[src/fpdgs_pkg.sv]
`timescale 1ns / 1ps
`default_nettype none
// ----------------------------------------------------------------------------
// Fuzzy PD gain scheduler package
// Shared constants, rule and gear tables, register indexes and the
// elaboration-time membership threshold table.
// ----------------------------------------------------------------------------
package fpdgs_pkg;

   localparam int NORM_FRAC_BITS_DEF = 4;
   localparam int NUM_SETS           = 7;
   localparam int NUM_LEVELS         = 50;

   localparam logic [9:0] ERROR_LIMIT_RST = 10'd130;
   localparam logic [9:0] RATE_LIMIT_RST  = 10'd65;
   localparam logic [9:0] OMEGA_LIMIT_RST = 10'd10;

   typedef enum logic [2:0] {
      CSR_ERROR_LIMIT = 3'd0,
      CSR_RATE_LIMIT  = 3'd1,
      CSR_OMEGA_LIMIT = 3'd2,
      CSR_P_GEAR      = 3'd3,
      CSR_D_GEAR      = 3'd4
   } csr_index_type;

   typedef logic [2:0]  label_type;
   typedef logic [10:0] gain_type;
   typedef logic [31:0] thr_arr_type [NUM_LEVELS];

   // Node positions shifted by +50, so that they compare against the
   // unsigned scaled value directly.
   localparam int NODE_Q_BASE [NUM_SETS] = '{5, 20, 35, 50, 65, 80, 95};

   localparam gain_type P_TAB [4][NUM_SETS] = '{
      '{11'd700,  11'd680,  11'd550, 11'd450, 11'd550, 11'd680,  11'd700},
      '{11'd1200, 11'd1000, 11'd800, 11'd600, 11'd800, 11'd1000, 11'd1200},
      '{11'd1000, 11'd900,  11'd800, 11'd700, 11'd800, 11'd900,  11'd1000},
      '{11'd1150, 11'd1000, 11'd850, 11'd700, 11'd850, 11'd1000, 11'd1150}};

   localparam gain_type D_TAB [3][NUM_SETS] = '{
      '{11'd2000, 11'd1700, 11'd1450, 11'd1200, 11'd1450, 11'd1700, 11'd2000},
      '{11'd240,  11'd160,  11'd80,   11'd0,    11'd80,   11'd160,  11'd240},
      '{11'd200,  11'd190,  11'd140,  11'd100,  11'd140,  11'd190,  11'd200}};

   localparam label_type P_RULES [NUM_SETS][NUM_SETS] = '{
      '{3'd6, 3'd6, 3'd5, 3'd5, 3'd4, 3'd3, 3'd3},
      '{3'd6, 3'd6, 3'd5, 3'd4, 3'd4, 3'd3, 3'd2},
      '{3'd5, 3'd5, 3'd5, 3'd4, 3'd3, 3'd2, 3'd2},
      '{3'd5, 3'd5, 3'd4, 3'd3, 3'd2, 3'd1, 3'd1},
      '{3'd4, 3'd4, 3'd3, 3'd2, 3'd2, 3'd1, 3'd1},
      '{3'd4, 3'd3, 3'd2, 3'd1, 3'd1, 3'd1, 3'd0},
      '{3'd3, 3'd3, 3'd1, 3'd1, 3'd1, 3'd0, 3'd0}};

   localparam label_type D_RULES [NUM_SETS][NUM_SETS] = '{
      '{3'd0, 3'd0, 3'd1, 3'd1, 3'd2, 3'd3, 3'd3},
      '{3'd0, 3'd0, 3'd1, 3'd2, 3'd2, 3'd3, 3'd3},
      '{3'd0, 3'd1, 3'd2, 3'd2, 3'd3, 3'd4, 3'd4},
      '{3'd1, 3'd1, 3'd2, 3'd3, 3'd4, 3'd5, 3'd5},
      '{3'd1, 3'd2, 3'd3, 3'd4, 3'd4, 3'd5, 3'd6},
      '{3'd3, 3'd3, 3'd4, 3'd4, 3'd5, 3'd6, 3'd6},
      '{3'd3, 3'd3, 3'd4, 3'd5, 3'd5, 3'd6, 3'd6}};

   function automatic label_type rule_label(input logic kind, input logic [2:0] row,
                                            input logic [2:0] col);
      return kind ? D_RULES[row][col] : P_RULES[row][col];
   endfunction

   // Entry m holds floor(100*ln(50/(m+1))*4^frac). A distance of i fine
   // steps has a membership of at least m+1 when 3*i*i does not exceed it.
   // Evaluated at elaboration only.
   function automatic thr_arr_type thr_table(input int frac);
      thr_arr_type t;
      real r;
      for (int m = 0; m < NUM_LEVELS; m++) begin
         r = 100.0 * ($ln(50.0) - $ln(real'(m + 1))) * (2.0 ** (2 * frac));
         t[m] = 32'($rtoi(r));
      end
      return t;
   endfunction

endpackage
`default_nettype wire

[src/fpdgs_div_pipe.sv]
`timescale 1ns / 1ps
`default_nettype none
// ----------------------------------------------------------------------------
// Pipelined restoring divider
// One quotient bit per register stage, several lanes in lockstep, with a
// sideband word and a per-stage valid/ready chain.
// ----------------------------------------------------------------------------
module fpdgs_div_pipe #(
   parameter int LANES  = 1,
   parameter int NUM_W  = 19,
   parameter int DEN_W  = 8,
   parameter int QUO_W  = 11,
   parameter int SIDE_W = 1
) (
   input  wire                               clock,
   input  wire                               reset,
   input  wire                               in_valid,
   output logic                              in_ready,
   input  wire  [LANES-1:0][NUM_W-1:0]       in_num,
   input  wire  [LANES-1:0][DEN_W-1:0]       in_den,
   input  wire  [SIDE_W-1:0]                 in_side,
   output logic                              out_valid,
   input  wire                               out_ready,
   output logic [LANES-1:0][QUO_W-1:0]       out_quo,
   output logic [SIDE_W-1:0]                 out_side
);

   localparam int STAGES = QUO_W;
   localparam int CW     = NUM_W + QUO_W;

   logic [STAGES-1:0]                  v_ff;
   logic [STAGES:0]                    en;
   logic [LANES-1:0][NUM_W-1:0]        rem_ff  [STAGES-1];
   logic [LANES-1:0][DEN_W-1:0]        den_ff  [STAGES];
   logic [LANES-1:0][QUO_W-1:0]        quo_ff  [STAGES];
   logic [SIDE_W-1:0]                  side_ff [STAGES];

   assign en[STAGES] = out_ready;
   assign in_ready   = en[0];

   for (genvar k = 0; k < STAGES; k++) begin : g_stage
      logic                          v_src;
      logic [LANES-1:0][NUM_W-1:0]   rem_src;
      logic [LANES-1:0][DEN_W-1:0]   den_src;
      logic [LANES-1:0][QUO_W-1:0]   quo_src;
      logic [SIDE_W-1:0]             side_src;
      logic [LANES-1:0]              take;
      logic [LANES-1:0][CW-1:0]      shifted;
      logic [LANES-1:0][QUO_W-1:0]   quo_in;

      if (k == 0) begin : g_first
         assign v_src    = in_valid;
         assign rem_src  = in_num;
         assign den_src  = in_den;
         assign quo_src  = '0;
         assign side_src = in_side;
      end else begin : g_next
         assign v_src    = v_ff[k-1];
         assign rem_src  = rem_ff[k-1];
         assign den_src  = den_ff[k-1];
         assign quo_src  = quo_ff[k-1];
         assign side_src = side_ff[k-1];
      end

      assign en[k] = ~v_ff[k] | en[k+1];

      always_comb begin
         for (int l = 0; l < LANES; l++) begin
            shifted[l] = CW'(den_src[l]) << (QUO_W - 1 - k);
            take[l]    = CW'(rem_src[l]) >= shifted[l];
            quo_in[l]  = quo_src[l];
            quo_in[l][QUO_W-1-k] = take[l];
         end
      end

      if (k < STAGES - 1) begin : g_rem
         logic [LANES-1:0][NUM_W-1:0] rem_in;

         always_comb begin
            for (int l = 0; l < LANES; l++) begin
               rem_in[l] = take[l] ? NUM_W'(CW'(rem_src[l]) - shifted[l]) : rem_src[l];
            end
         end

         always_ff @(posedge clock) begin
            if (en[k]) begin
               rem_ff[k] <= rem_in;
            end
         end
      end

      always_ff @(posedge clock) begin
         if (reset) begin
            v_ff[k] <= 1'b0;
         end else if (en[k]) begin
            v_ff[k] <= v_src;
         end
      end

      always_ff @(posedge clock) begin
         if (en[k]) begin
            den_ff[k]  <= den_src;
            quo_ff[k]  <= quo_in;
            side_ff[k] <= side_src;
         end
      end
   end

   assign out_valid = v_ff[STAGES-1];
   assign out_quo   = quo_ff[STAGES-1];
   assign out_side  = side_ff[STAGES-1];

endmodule
`default_nettype wire

[src/fuzzy_pd_gain_scheduler_unit.sv]
`timescale 1ns / 1ps
`default_nettype none
// ----------------------------------------------------------------------------
// Fuzzy PD gain scheduler
// Clamps and scales two inputs, fuzzifies them with Gaussian memberships,
// fires four rules of a 7x7 table and returns the weighted average gain.
// ----------------------------------------------------------------------------
// Usage:
//   req_ carries one beat per gain request: kind in tuser, error_in and
//   second_in in tdata. rsp_ returns one beat per request, in order, with the
//   gain times 100 in tdata and the no-rule flag in tuser.
//   csr_ writes the limit and gear registers; it is always ready and must only
//   be used while no request is in flight.
// The pipeline holds one input stage, the normalizing divider with one
// stage per quotient bit, seven fuzzy stages and an 11-stage averaging
// divider. Throughput is one beat per cycle while rsp_tready stays high.
// Every stage has its own valid bit and advances when it is empty or the
// stage after it advances, so bubbles close up and a stalled rsp_tready
// holds the results in place without loss. Reset empties the pipeline and
// restores the register defaults.
// ----------------------------------------------------------------------------
module fuzzy_pd_gain_scheduler_unit #(
   parameter int NORM_FRAC_BITS = fpdgs_pkg::NORM_FRAC_BITS_DEF
) (
   input  wire         clock,
   input  wire         reset,
   input  wire         req_tvalid,
   output logic        req_tready,
   input  wire  [23:0] req_tdata,   // error_in [10:0], second_in [21:11], zero pad
   input  wire  [0:0]  req_tuser,   // kind
   output logic        rsp_tvalid,
   input  wire         rsp_tready,
   output logic [15:0] rsp_tdata,   // gain_x100 [10:0], zero pad
   output logic [0:0]  rsp_tuser,   // no_rule
   input  wire         csr_valid,
   output logic        csr_ready,
   input  wire  [2:0]  csr_index,
   input  wire  [9:0]  csr_data
);

   localparam int SCALE = 1 << NORM_FRAC_BITS;
   localparam int QW    = $clog2(100 * SCALE + 1);
   localparam int MULW  = $clog2(50 * SCALE + 1);
   localparam int NW    = 11 + MULW;
   localparam int DW    = $clog2(15 * SCALE + 1);
   localparam int SQW   = 2 * DW;
   localparam int LV    = fpdgs_pkg::NUM_LEVELS;
   localparam fpdgs_pkg::thr_arr_type THR = fpdgs_pkg::thr_table(NORM_FRAC_BITS);

   typedef enum logic [1:0] {
      OUT_NONE = 2'd0,
      OUT_LOW  = 2'd1,
      OUT_HIGH = 2'd2
   } outer_type;

   typedef struct packed {
      logic [2:0]    seg;
      outer_type     outer;
      logic [DW-1:0] dlo;
      logic [DW-1:0] dhi;
   } fuzz_type;

   // ---------------- configuration registers ----------------
   logic [9:0] error_limit_ff, rate_limit_ff, omega_limit_ff;
   logic [1:0] p_gear_ff, d_gear_ff;

   assign csr_ready = 1'b1;

   always_ff @(posedge clock) begin
      if (reset) begin
         error_limit_ff <= fpdgs_pkg::ERROR_LIMIT_RST;
         rate_limit_ff  <= fpdgs_pkg::RATE_LIMIT_RST;
         omega_limit_ff <= fpdgs_pkg::OMEGA_LIMIT_RST;
         p_gear_ff      <= 2'd0;
         d_gear_ff      <= 2'd0;
      end else if (csr_valid) begin
         unique case (fpdgs_pkg::csr_index_type'(csr_index))
            fpdgs_pkg::CSR_ERROR_LIMIT: error_limit_ff <= csr_data;
            fpdgs_pkg::CSR_RATE_LIMIT:  rate_limit_ff  <= csr_data;
            fpdgs_pkg::CSR_OMEGA_LIMIT: omega_limit_ff <= csr_data;
            fpdgs_pkg::CSR_P_GEAR:      p_gear_ff      <= csr_data[1:0];
            fpdgs_pkg::CSR_D_GEAR:      d_gear_ff      <= csr_data[1:0];
            default: ;
         endcase
      end
   end

   // ---------------- helpers ----------------
   // Clamp to +-lim and shift by lim, giving 0..2*lim.
   function automatic logic [10:0] clamp_shift(input logic [10:0] v, input logic [9:0] lim);
      logic signed [11:0] vs, ls, sum;
      vs = 12'(signed'(v));
      ls = signed'({2'b00, lim});
      if (vs > ls) begin
         vs = ls;
      end else if (vs < -ls) begin
         vs = -ls;
      end
      sum = vs + ls;
      return sum[10:0];
   endfunction

   function automatic logic [QW-1:0] node_q(input int j);
      return QW'(fpdgs_pkg::NODE_Q_BASE[j] * SCALE);
   endfunction

   function automatic fuzz_type fuzzify(input logic [QW-1:0] q);
      fuzz_type f;
      logic     found;
      f     = '{seg: 3'd6, outer: OUT_NONE, dlo: '0, dhi: '0};
      found = 1'b0;
      if (q <= node_q(0)) begin
         f.seg   = 3'd1;
         f.outer = OUT_LOW;
      end else if (q >= node_q(fpdgs_pkg::NUM_SETS - 1)) begin
         f.outer = OUT_HIGH;
      end else begin
         for (int k = 1; k < fpdgs_pkg::NUM_SETS - 1; k++) begin
            if (!found && q <= node_q(k)) begin
               found = 1'b1;
               f.seg = 3'(k);
            end
         end
         for (int k = 1; k < fpdgs_pkg::NUM_SETS; k++) begin
            if (f.seg == 3'(k)) begin
               f.dlo = DW'(q - node_q(k - 1));
               f.dhi = DW'(node_q(k) - q);
            end
         end
      end
      return f;
   endfunction

   // ---------------- stage A: clamp and scale numerator ----------------
   logic                       en_a, a_v_ff, a_kind_ff;
   logic [1:0][NW-1:0]         a_num_ff;
   logic [1:0][9:0]            a_den_ff;
   logic [9:0]                 lim_e, lim_c, lim_c_raw;
   logic [10:0]                x_e, x_c;

   always_comb begin
      lim_c_raw = req_tuser[0] ? omega_limit_ff : rate_limit_ff;
      lim_e     = (error_limit_ff == 10'd0) ? 10'd1 : error_limit_ff;
      lim_c     = (lim_c_raw == 10'd0) ? 10'd1 : lim_c_raw;
      x_e       = clamp_shift(req_tdata[10:0], lim_e);
      x_c       = clamp_shift(req_tdata[21:11], lim_c);
   end

   logic d1_in_ready, d1_out_valid;
   logic [1:0][QW-1:0] d1_quo;
   logic [0:0]         d1_side;
   logic en_b, en_c, en_d, en_e, en_f, en_g, en_h;

   assign en_a       = ~a_v_ff | d1_in_ready;
   assign req_tready = en_a;

   always_ff @(posedge clock) begin
      if (reset) begin
         a_v_ff <= 1'b0;
      end else if (en_a) begin
         a_v_ff <= req_tvalid;
      end
   end

   always_ff @(posedge clock) begin
      if (en_a) begin
         a_kind_ff   <= req_tuser[0];
         a_num_ff[0] <= NW'(x_e) * NW'(50 * SCALE);
         a_num_ff[1] <= NW'(x_c) * NW'(50 * SCALE);
         a_den_ff[0] <= lim_e;
         a_den_ff[1] <= lim_c;
      end
   end

   fpdgs_div_pipe #(
      .LANES (2),
      .NUM_W (NW),
      .DEN_W (10),
      .QUO_W (QW),
      .SIDE_W(1)
   ) u_norm_div (
      .clock    (clock),
      .reset    (reset),
      .in_valid (a_v_ff),
      .in_ready (d1_in_ready),
      .in_num   (a_num_ff),
      .in_den   (a_den_ff),
      .in_side  (a_kind_ff),
      .out_valid(d1_out_valid),
      .out_ready(en_b),
      .out_quo  (d1_quo),
      .out_side (d1_side)
   );

   // ---------------- stage B: segment and distances ----------------
   logic             b_v_ff, b_kind_ff;
   fuzz_type [1:0]   b_fz_ff;

   assign en_b = ~b_v_ff | en_c;

   always_ff @(posedge clock) begin
      if (reset) begin
         b_v_ff <= 1'b0;
      end else if (en_b) begin
         b_v_ff <= d1_out_valid;
      end
   end

   always_ff @(posedge clock) begin
      if (en_b) begin
         b_kind_ff  <= d1_side[0];
         b_fz_ff[0] <= fuzzify(d1_quo[0]);
         b_fz_ff[1] <= fuzzify(d1_quo[1]);
      end
   end

   // ---------------- stage C: squared distances ----------------
   logic                        c_v_ff, c_kind_ff;
   logic [1:0][2:0]             c_seg_ff;
   outer_type [1:0]             c_outer_ff;
   logic [1:0][1:0][SQW-1:0]    c_sq_ff;

   assign en_c = ~c_v_ff | en_d;

   always_ff @(posedge clock) begin
      if (reset) begin
         c_v_ff <= 1'b0;
      end else if (en_c) begin
         c_v_ff <= b_v_ff;
      end
   end

   always_ff @(posedge clock) begin
      if (en_c) begin
         c_kind_ff <= b_kind_ff;
         for (int ch = 0; ch < 2; ch++) begin
            c_seg_ff[ch]    <= b_fz_ff[ch].seg;
            c_outer_ff[ch]  <= b_fz_ff[ch].outer;
            c_sq_ff[ch][0]  <= SQW'(b_fz_ff[ch].dlo) * SQW'(b_fz_ff[ch].dlo);
            c_sq_ff[ch][1]  <= SQW'(b_fz_ff[ch].dhi) * SQW'(b_fz_ff[ch].dhi);
         end
      end
   end

   // ---------------- stage D: threshold compares ----------------
   logic                        d_v_ff, d_kind_ff;
   logic [1:0][2:0]             d_seg_ff;
   outer_type [1:0]             d_outer_ff;
   logic [1:0][1:0][LV-1:0]     d_thermo_ff;

   assign en_d = ~d_v_ff | en_e;

   always_ff @(posedge clock) begin
      if (reset) begin
         d_v_ff <= 1'b0;
      end else if (en_d) begin
         d_v_ff <= c_v_ff;
      end
   end

   always_ff @(posedge clock) begin
      if (en_d) begin
         d_kind_ff  <= c_kind_ff;
         d_seg_ff   <= c_seg_ff;
         d_outer_ff <= c_outer_ff;
         for (int ch = 0; ch < 2; ch++) begin
            for (int s = 0; s < 2; s++) begin
               for (int m = 0; m < LV; m++) begin
                  d_thermo_ff[ch][s][m] <= ((32'(c_sq_ff[ch][s]) * 32'd3) <= THR[m]);
               end
            end
         end
      end
   end

   // ---------------- stage E: memberships and rule labels ----------------
   logic                               e_v_ff, e_kind_ff;
   logic [1:0][1:0][5:0]               e_mu_ff;
   fpdgs_pkg::label_type [3:0]         e_lab_ff;
   logic [1:0][1:0][5:0]               mu_in;
   fpdgs_pkg::label_type [3:0]         lab_in;
   logic [2:0]                         se, sc;

   always_comb begin
      for (int ch = 0; ch < 2; ch++) begin
         for (int s = 0; s < 2; s++) begin
            mu_in[ch][s] = 6'd0;
            for (int m = 0; m < LV; m++) begin
               mu_in[ch][s] = mu_in[ch][s] + 6'(d_thermo_ff[ch][s][m]);
            end
         end
         if (d_outer_ff[ch] == OUT_LOW) begin
            mu_in[ch][0] = 6'd50;
            mu_in[ch][1] = 6'd0;
         end else if (d_outer_ff[ch] == OUT_HIGH) begin
            mu_in[ch][0] = 6'd0;
            mu_in[ch][1] = 6'd50;
         end
      end
      se        = d_seg_ff[0];
      sc        = d_seg_ff[1];
      lab_in[0] = fpdgs_pkg::rule_label(d_kind_ff, se - 3'd1, sc - 3'd1);
      lab_in[1] = fpdgs_pkg::rule_label(d_kind_ff, se,        sc - 3'd1);
      lab_in[2] = fpdgs_pkg::rule_label(d_kind_ff, se - 3'd1, sc);
      lab_in[3] = fpdgs_pkg::rule_label(d_kind_ff, se,        sc);
   end

   assign en_e = ~e_v_ff | en_f;

   always_ff @(posedge clock) begin
      if (reset) begin
         e_v_ff <= 1'b0;
      end else if (en_e) begin
         e_v_ff <= d_v_ff;
      end
   end

   always_ff @(posedge clock) begin
      if (en_e) begin
         e_kind_ff <= d_kind_ff;
         e_mu_ff   <= mu_in;
         e_lab_ff  <= lab_in;
      end
   end

   // ---------------- stage F: rule weights, one per output label ----------------
   logic                               f_v_ff, f_kind_ff;
   logic [3:0][5:0]                    f_w_ff;
   fpdgs_pkg::label_type [3:0]         f_lab_ff;
   logic [3:0][5:0]                    w_in;

   function automatic logic [5:0] min6(input logic [5:0] a, input logic [5:0] b);
      return (a < b) ? a : b;
   endfunction

   always_comb begin
      w_in[0] = min6(e_mu_ff[0][0], e_mu_ff[1][0]);
      w_in[1] = min6(e_mu_ff[0][1], e_mu_ff[1][0]);
      w_in[2] = min6(e_mu_ff[0][0], e_mu_ff[1][1]);
      w_in[3] = min6(e_mu_ff[0][1], e_mu_ff[1][1]);
      // Pairs in order (0,1) (0,2) (0,3) (1,2) (1,3) (2,3); the earlier
      // weight loses a tie.
      for (int a = 0; a < 3; a++) begin
         for (int b = a + 1; b < 4; b++) begin
            if (e_lab_ff[a] == e_lab_ff[b]) begin
               if (w_in[a] > w_in[b]) begin
                  w_in[b] = 6'd0;
               end else begin
                  w_in[a] = 6'd0;
               end
            end
         end
      end
   end

   assign en_f = ~f_v_ff | en_g;

   always_ff @(posedge clock) begin
      if (reset) begin
         f_v_ff <= 1'b0;
      end else if (en_f) begin
         f_v_ff <= e_v_ff;
      end
   end

   always_ff @(posedge clock) begin
      if (en_f) begin
         f_kind_ff <= e_kind_ff;
         f_w_ff    <= w_in;
         f_lab_ff  <= e_lab_ff;
      end
   end

   // ---------------- stage G: gear table products ----------------
   logic                  g_v_ff;
   logic [3:0][16:0]      g_prod_ff;
   logic [3:0][5:0]       g_w_ff;
   logic [1:0]            d_sel;
   fpdgs_pkg::gain_type [3:0] tab_val;

   always_comb begin
      d_sel = (d_gear_ff == 2'd3) ? 2'd2 : d_gear_ff;
      for (int i = 0; i < 4; i++) begin
         tab_val[i] = f_kind_ff ? fpdgs_pkg::D_TAB[d_sel][f_lab_ff[i]]
                                : fpdgs_pkg::P_TAB[p_gear_ff][f_lab_ff[i]];
      end
   end

   assign en_g = ~g_v_ff | en_h;

   always_ff @(posedge clock) begin
      if (reset) begin
         g_v_ff <= 1'b0;
      end else if (en_g) begin
         g_v_ff <= f_v_ff;
      end
   end

   always_ff @(posedge clock) begin
      if (en_g) begin
         g_w_ff <= f_w_ff;
         for (int i = 0; i < 4; i++) begin
            g_prod_ff[i] <= 17'(f_w_ff[i]) * 17'(tab_val[i]);
         end
      end
   end

   // ---------------- stage H: sums ----------------
   logic         h_v_ff;
   logic [18:0]  h_num_ff;
   logic [7:0]   h_den_ff;
   logic         d2_in_ready, d2_out_valid;
   logic [0:0][10:0] d2_quo;
   logic [0:0]   d2_side;

   assign en_h = ~h_v_ff | d2_in_ready;

   always_ff @(posedge clock) begin
      if (reset) begin
         h_v_ff <= 1'b0;
      end else if (en_h) begin
         h_v_ff <= g_v_ff;
      end
   end

   always_ff @(posedge clock) begin
      if (en_h) begin
         h_num_ff <= 19'(g_prod_ff[0]) + 19'(g_prod_ff[1])
                   + 19'(g_prod_ff[2]) + 19'(g_prod_ff[3]);
         h_den_ff <= 8'(g_w_ff[0]) + 8'(g_w_ff[1]) + 8'(g_w_ff[2]) + 8'(g_w_ff[3]);
      end
   end

   fpdgs_div_pipe #(
      .LANES (1),
      .NUM_W (19),
      .DEN_W (8),
      .QUO_W (11),
      .SIDE_W(1)
   ) u_avg_div (
      .clock    (clock),
      .reset    (reset),
      .in_valid (h_v_ff),
      .in_ready (d2_in_ready),
      .in_num   (h_num_ff),
      .in_den   (h_den_ff),
      .in_side  (h_den_ff == 8'd0),
      .out_valid(d2_out_valid),
      .out_ready(rsp_tready),
      .out_quo  (d2_quo),
      .out_side (d2_side)
   );

   // A zero weight sum leaves an all-ones quotient, which is masked here.
   assign rsp_tvalid = d2_out_valid;
   assign rsp_tuser  = d2_side;
   assign rsp_tdata  = {5'd0, d2_side[0] ? 11'd0 : d2_quo[0]};

`ifndef SYNTHESIS
   a_no_rule_zero: assert property (@(posedge clock) disable iff (reset)
      rsp_tvalid && rsp_tuser[0] |-> rsp_tdata == 16'd0)
      else $error("no_rule result carries a nonzero gain");

   a_gain_range: assert property (@(posedge clock) disable iff (reset)
      rsp_tvalid |-> rsp_tdata[10:0] <= 11'd2000)
      else $error("gain above the largest table entry");

   a_label_unique: assert property (@(posedge clock) disable iff (reset)
      f_v_ff |-> !((f_w_ff[0] != 0 && f_w_ff[1] != 0 && f_lab_ff[0] == f_lab_ff[1]) ||
                   (f_w_ff[0] != 0 && f_w_ff[2] != 0 && f_lab_ff[0] == f_lab_ff[2]) ||
                   (f_w_ff[0] != 0 && f_w_ff[3] != 0 && f_lab_ff[0] == f_lab_ff[3]) ||
                   (f_w_ff[1] != 0 && f_w_ff[2] != 0 && f_lab_ff[1] == f_lab_ff[2]) ||
                   (f_w_ff[1] != 0 && f_w_ff[3] != 0 && f_lab_ff[1] == f_lab_ff[3]) ||
                   (f_w_ff[2] != 0 && f_w_ff[3] != 0 && f_lab_ff[2] == f_lab_ff[3])))
      else $error("two surviving rules share an output label");

   a_weight_sum: assert property (@(posedge clock) disable iff (reset)
      h_v_ff |-> h_den_ff <= 8'd200)
      else $error("weight sum exceeds four full memberships");
`endif

endmodule
`default_nettype wire
[config.mk]
export PLATFORM = sky130hd
export DESIGN_NAME = fuzzy_pd_gain_scheduler_unit
export DESIGN_NICKNAME = d
export VERILOG_FILES = /design/src/fpdgs_pkg.sv /design/src/fpdgs_div_pipe.sv /design/src/fuzzy_pd_gain_scheduler_unit.sv
export SDC_FILE = /design/constraint.sdc
export NUM_CORES = 2
export LEC_CHECK = 0
export BUFFER_PORTS_ARGS = -buffer_cell sky130_fd_sc_hd__buf_2
export CORE_UTILIZATION = 30
export CTS_BUF_LIST = sky130_fd_sc_hd__clkbuf_2
export CTS_CLUSTER_DIAMETER = 200
export CTS_CLUSTER_SIZE = 12
export DETAILED_ROUTE_END_ITERATION = 8
export GPL_TIMING_DRIVEN = 0
export HOLD_SLACK_MARGIN = 0.03
export PLACE_DENSITY = 0.53
export REMOVE_ABC_BUFFERS = 1
export SYNTH_ARGS = -nofsm -noshare
export SYNTH_HDL_FRONTEND = slang
export SYNTH_SLANG_ARGS = --single-unit
[constraint.sdc]
create_clock -name clock -period 10.1 [get_ports clock]
set_input_delay 1.01 -clock clock [delete_from_list [all_inputs] [get_ports clock]]
set_output_delay 1.01 -clock clock [all_outputs]
set_load 0.03 [all_outputs]
==> flow_metrics.tcl <==
set metrics [dict create \
    final_max_slew_viol_count 0 \
    required_ns 11.57 \
    synth_top_area_cell "edfxtp_1" \
    grt_pass1_wl_um 401000 \
    initial_core_util_pct 30.2 \
    grt_max_degree 73 \
    synth_edf_count 1582 \
    hold_depth 0 \
    cts_sinks 1646 \
    final_core_util_pct 32.5 \
    finClkSkew_ns 0.383 \
    dieArea_um2 372000 \
    drtPass1Iterations 6 \
    synthCells 10600 \
    drt-total-wl_um 247000 \
    routed_via_density 4.83 \
    critPathMaxFanout 7 \
    critical_path_class "reg2reg" \
    postSynthAreaPerCell_um2 10.4 \
    overflow 0 \
    numCtsBuffers 159 \
    status "completed" \
    synth_compound_area_share_pct 13.0 \
    finalSetupViolations 0 \
    drcViolationCount 0 \
    cp-end-kind "flip-flop" \
    htreeDepth 4 \
    tightestPinTransition_ns 1.38 \
    ant_nets 0 \
    die_w_um 610 \
    hold_violations 0 \
    worst_path_most_repeated_cell "o21a_1" \
    synthAdderAreaFrac_pct 19.0 \
    setup_tns_ns 0 \
    synth_top_family_by_area "adder cells" \
    placementRows 222 \
    port_buffers 54 \
    drive_gt1_share_pct 5.47 \
    fmax_mhz 104 \
    muxShareOfSynthArea_pct 1.22 \
    synthSimpleGateAreaFrac_pct 13.0 \
    nFillCells 37500 \
    drtIter0Drc 4814 \
    syn2layout_area_growth_pct 7.56 \
    vias 75200 \
    gp_congestion 0.917 \
    nNetsFinal 12100 \
    final_common_cell "edfxtp_1" \
    setup_ws_ns 0.441 \
    root_buffer "clkbuf_2" \
    worstReg2RegStart "e_mu_ff[4]" \
    cp_slowest_cell "edfxtp_1" \
    antenna_found_initial 15 \
    clk_latency_ns 1.93 \
    crit_path_start_kind "flip-flop" \
    hold_class "reg2reg" \
    ys_async_sr_fraction_pct 0 \
    grt_usage_pct 13.1 \
    period_needed_ns 9.66 \
    clkTransAtPathRegs_ns 0.22 \
    ff2ff_path_depth 52 \
    pin_count 63 \
    yosysWarnings 0 \
    relSlewSlack_pct 7.05 \
    wl_per_cell_um 15.9 \
    synth_flop_cell "edfxtp_1" \
    worstPathArrival_ns 11.13 \
    yosys.area_share.xor_xnor_pct 4.46 \
    mostFrequentLayoutCells "edfxtp_1 (1582), inv_1 (1221), ha_1 (893), nand2_1 (861), a21oi_1 (818)" \
    cts_buffer_depth 4 \
    synthTopCellsByArea "edfxtp_1 (43%), ha_1 (10%), fa_1 (8.9%), inv_1 (4.2%), a21oi_1 (3.7%)" \
    pre_cts_slack_ns -1.38 \
    syn_area_um2 111000 \
    grt_pass1_vias 75100 \
    maxCapViolations 0 \
    rrSetupSlack_ns 0.44 \
    dp_hpwl_um 188000 \
    seq_area_frac_synth_pct 44.0 \
    core_um2 367000 \
    ys_types 107 \
    tritoncts "yes" \
    fp.dieH_um 610 \
    ys_seq_elements 1646 \
    cp-startpoint "e_mu_ff[4]" \
    min_from "u_norm_div.quo_ff[9][13]" \
    synth.top_cell.area_share_pct 42.9 \
    period_share_pct 95.6 \
    cp_slowest_stage_delay_ns 0.59 \
]
-- final timing paths --
path | endpoint
max | f_w_ff[16]
max reg2reg | f_w_ff[16]
min | u_norm_div.quo_ff[10][13]
min reg2reg | u_norm_div.quo_ff[10][13]
-- sequential cells by signal, summed over array words and instances (netlist names), 11 cells and up --
signal              flops
e_lab_ff               12
b_fz_ff                40
f_w_ff                 24
g_w_ff                 24
c_sq_ff                58
f_lab_ff               12
u_norm_div.quo_ff     132
u_avg_div.den_ff       80
u_avg_div.side_ff      11
e_mu_ff                24
a_num_ff               32
u_avg_div.rem_ff      180
u_norm_div.rem_ff     340
h_num_ff               18
u_avg_div.quo_ff       66
a_den_ff               20
d_thermo_ff           200
u_norm_div.side_ff     11
u_norm_div.den_ff     200
g_prod_ff              64
-- layer usage --
layer / vias up / wire, um / track usage, %
met5: - / 108 / 0
met1: 35800 / 113000 / 17.5
met4: 16 / 6540 / 3.66
met2: 1481 / 116000 / 22.3
li1: 37500 / - / -
met3: 393 / 11200 / 1.73
-- metrics by stage --
| stage | hold slack [ns] | std cells | area (um^2) |
|---|---|---|---|
| after floorplan | 0.400 | 10300 | 110000 |
| after global placement | 0.401 | 15200 | 116000 |
| after detailed placement | 0.405 | 15200 | 117000 |
| after CTS | 0.0661 | 15500 | 119000 |
| after global routing | 0.243 | 15600 | 119000 |
| final | 0.250 | 15600 | 119000 |
-- worst max-delay path, delay by kind of cell, from the launching register on --
| family | cells | cell delay (ns) |
|---|---|---|
| DFF | 1 | 0.59 |
| adders and majority gates | 6 | 1.92 |
| AOI/OAI and AO/OA | 23 | 3.97 |
| and+or+nand+nor | 20 | 2.58 |
| muxes | 1 | 0.24 |
| buffers and inverters | 2 | 0.22 |
-- timing repair --
item | CTS | global route
pin swaps | 4 | 8
endpoints found under the hold margin | 130 | 0
setup endpoints to repair | 12 | 12
resized for setup | 14 | 23
setup buffers | 9 | 19
hold buffers | 68 | 0
-- synthesized netlist by cell type (15+ instances only) --
library cell	n
nor2b_1	167
clkbuf_1	269
or3_1	79
nor2_1	806
o211ai_1	37
o41ai_1	20
a21boi_0	54
mux2_2	42
mux2i_1	74
xnor2_1	364
inv_1	1228
a211oi_1	58
nand2b_1	121
nand4_1	72
edfxtp_1	1582
and3_1	38
nor4_1	69
a21o_1	138
nand2_1	868
o31ai_1	79
o21a_1	99
o21bai_1	40
a31oi_1	101
a2111oi_0	15
a21oi_1	826
o22ai_1	49
a211o_1	24
ha_1	894
dfxtp_1	64
fa_1	490
or4_1	20
nand3b_1	28
nand4b_1	20
buf_1	41
o311ai_0	18
o21ai_0	582
xor2_1	198
and2_1	160
nor3_1	224
or2_2	66
nand3_1	174
-- final cells by class --
type                    count  area, um^2  share of cell area [%]
flip-flops and latches   1646       48800                    40.9
diodes                     11        27.5                  0.0231
inverters                1235        4640                    3.89
well taps                4816        6030                    5.06
clock inverters             6        80.1                  0.0672
repair buffers            191        1910                    1.61
multi-input cells        7428       56500                    47.5
clock buffers             227        1140                   0.953
-- cell families after synthesis --
group	count (synthesis)
other	2
buffers and inverters	1559
multiplexers	122
adder cells (fa/ha/maj)	1384
AND/OR/NAND/NOR	2991
flip-flops	1646
XOR/XNOR	563
AO/OA/AOI/OAI	2351
Power is left out: the tool's default activity adds up to more than one toggle a clock period on the data nets, which glitch-free logic cannot reach.
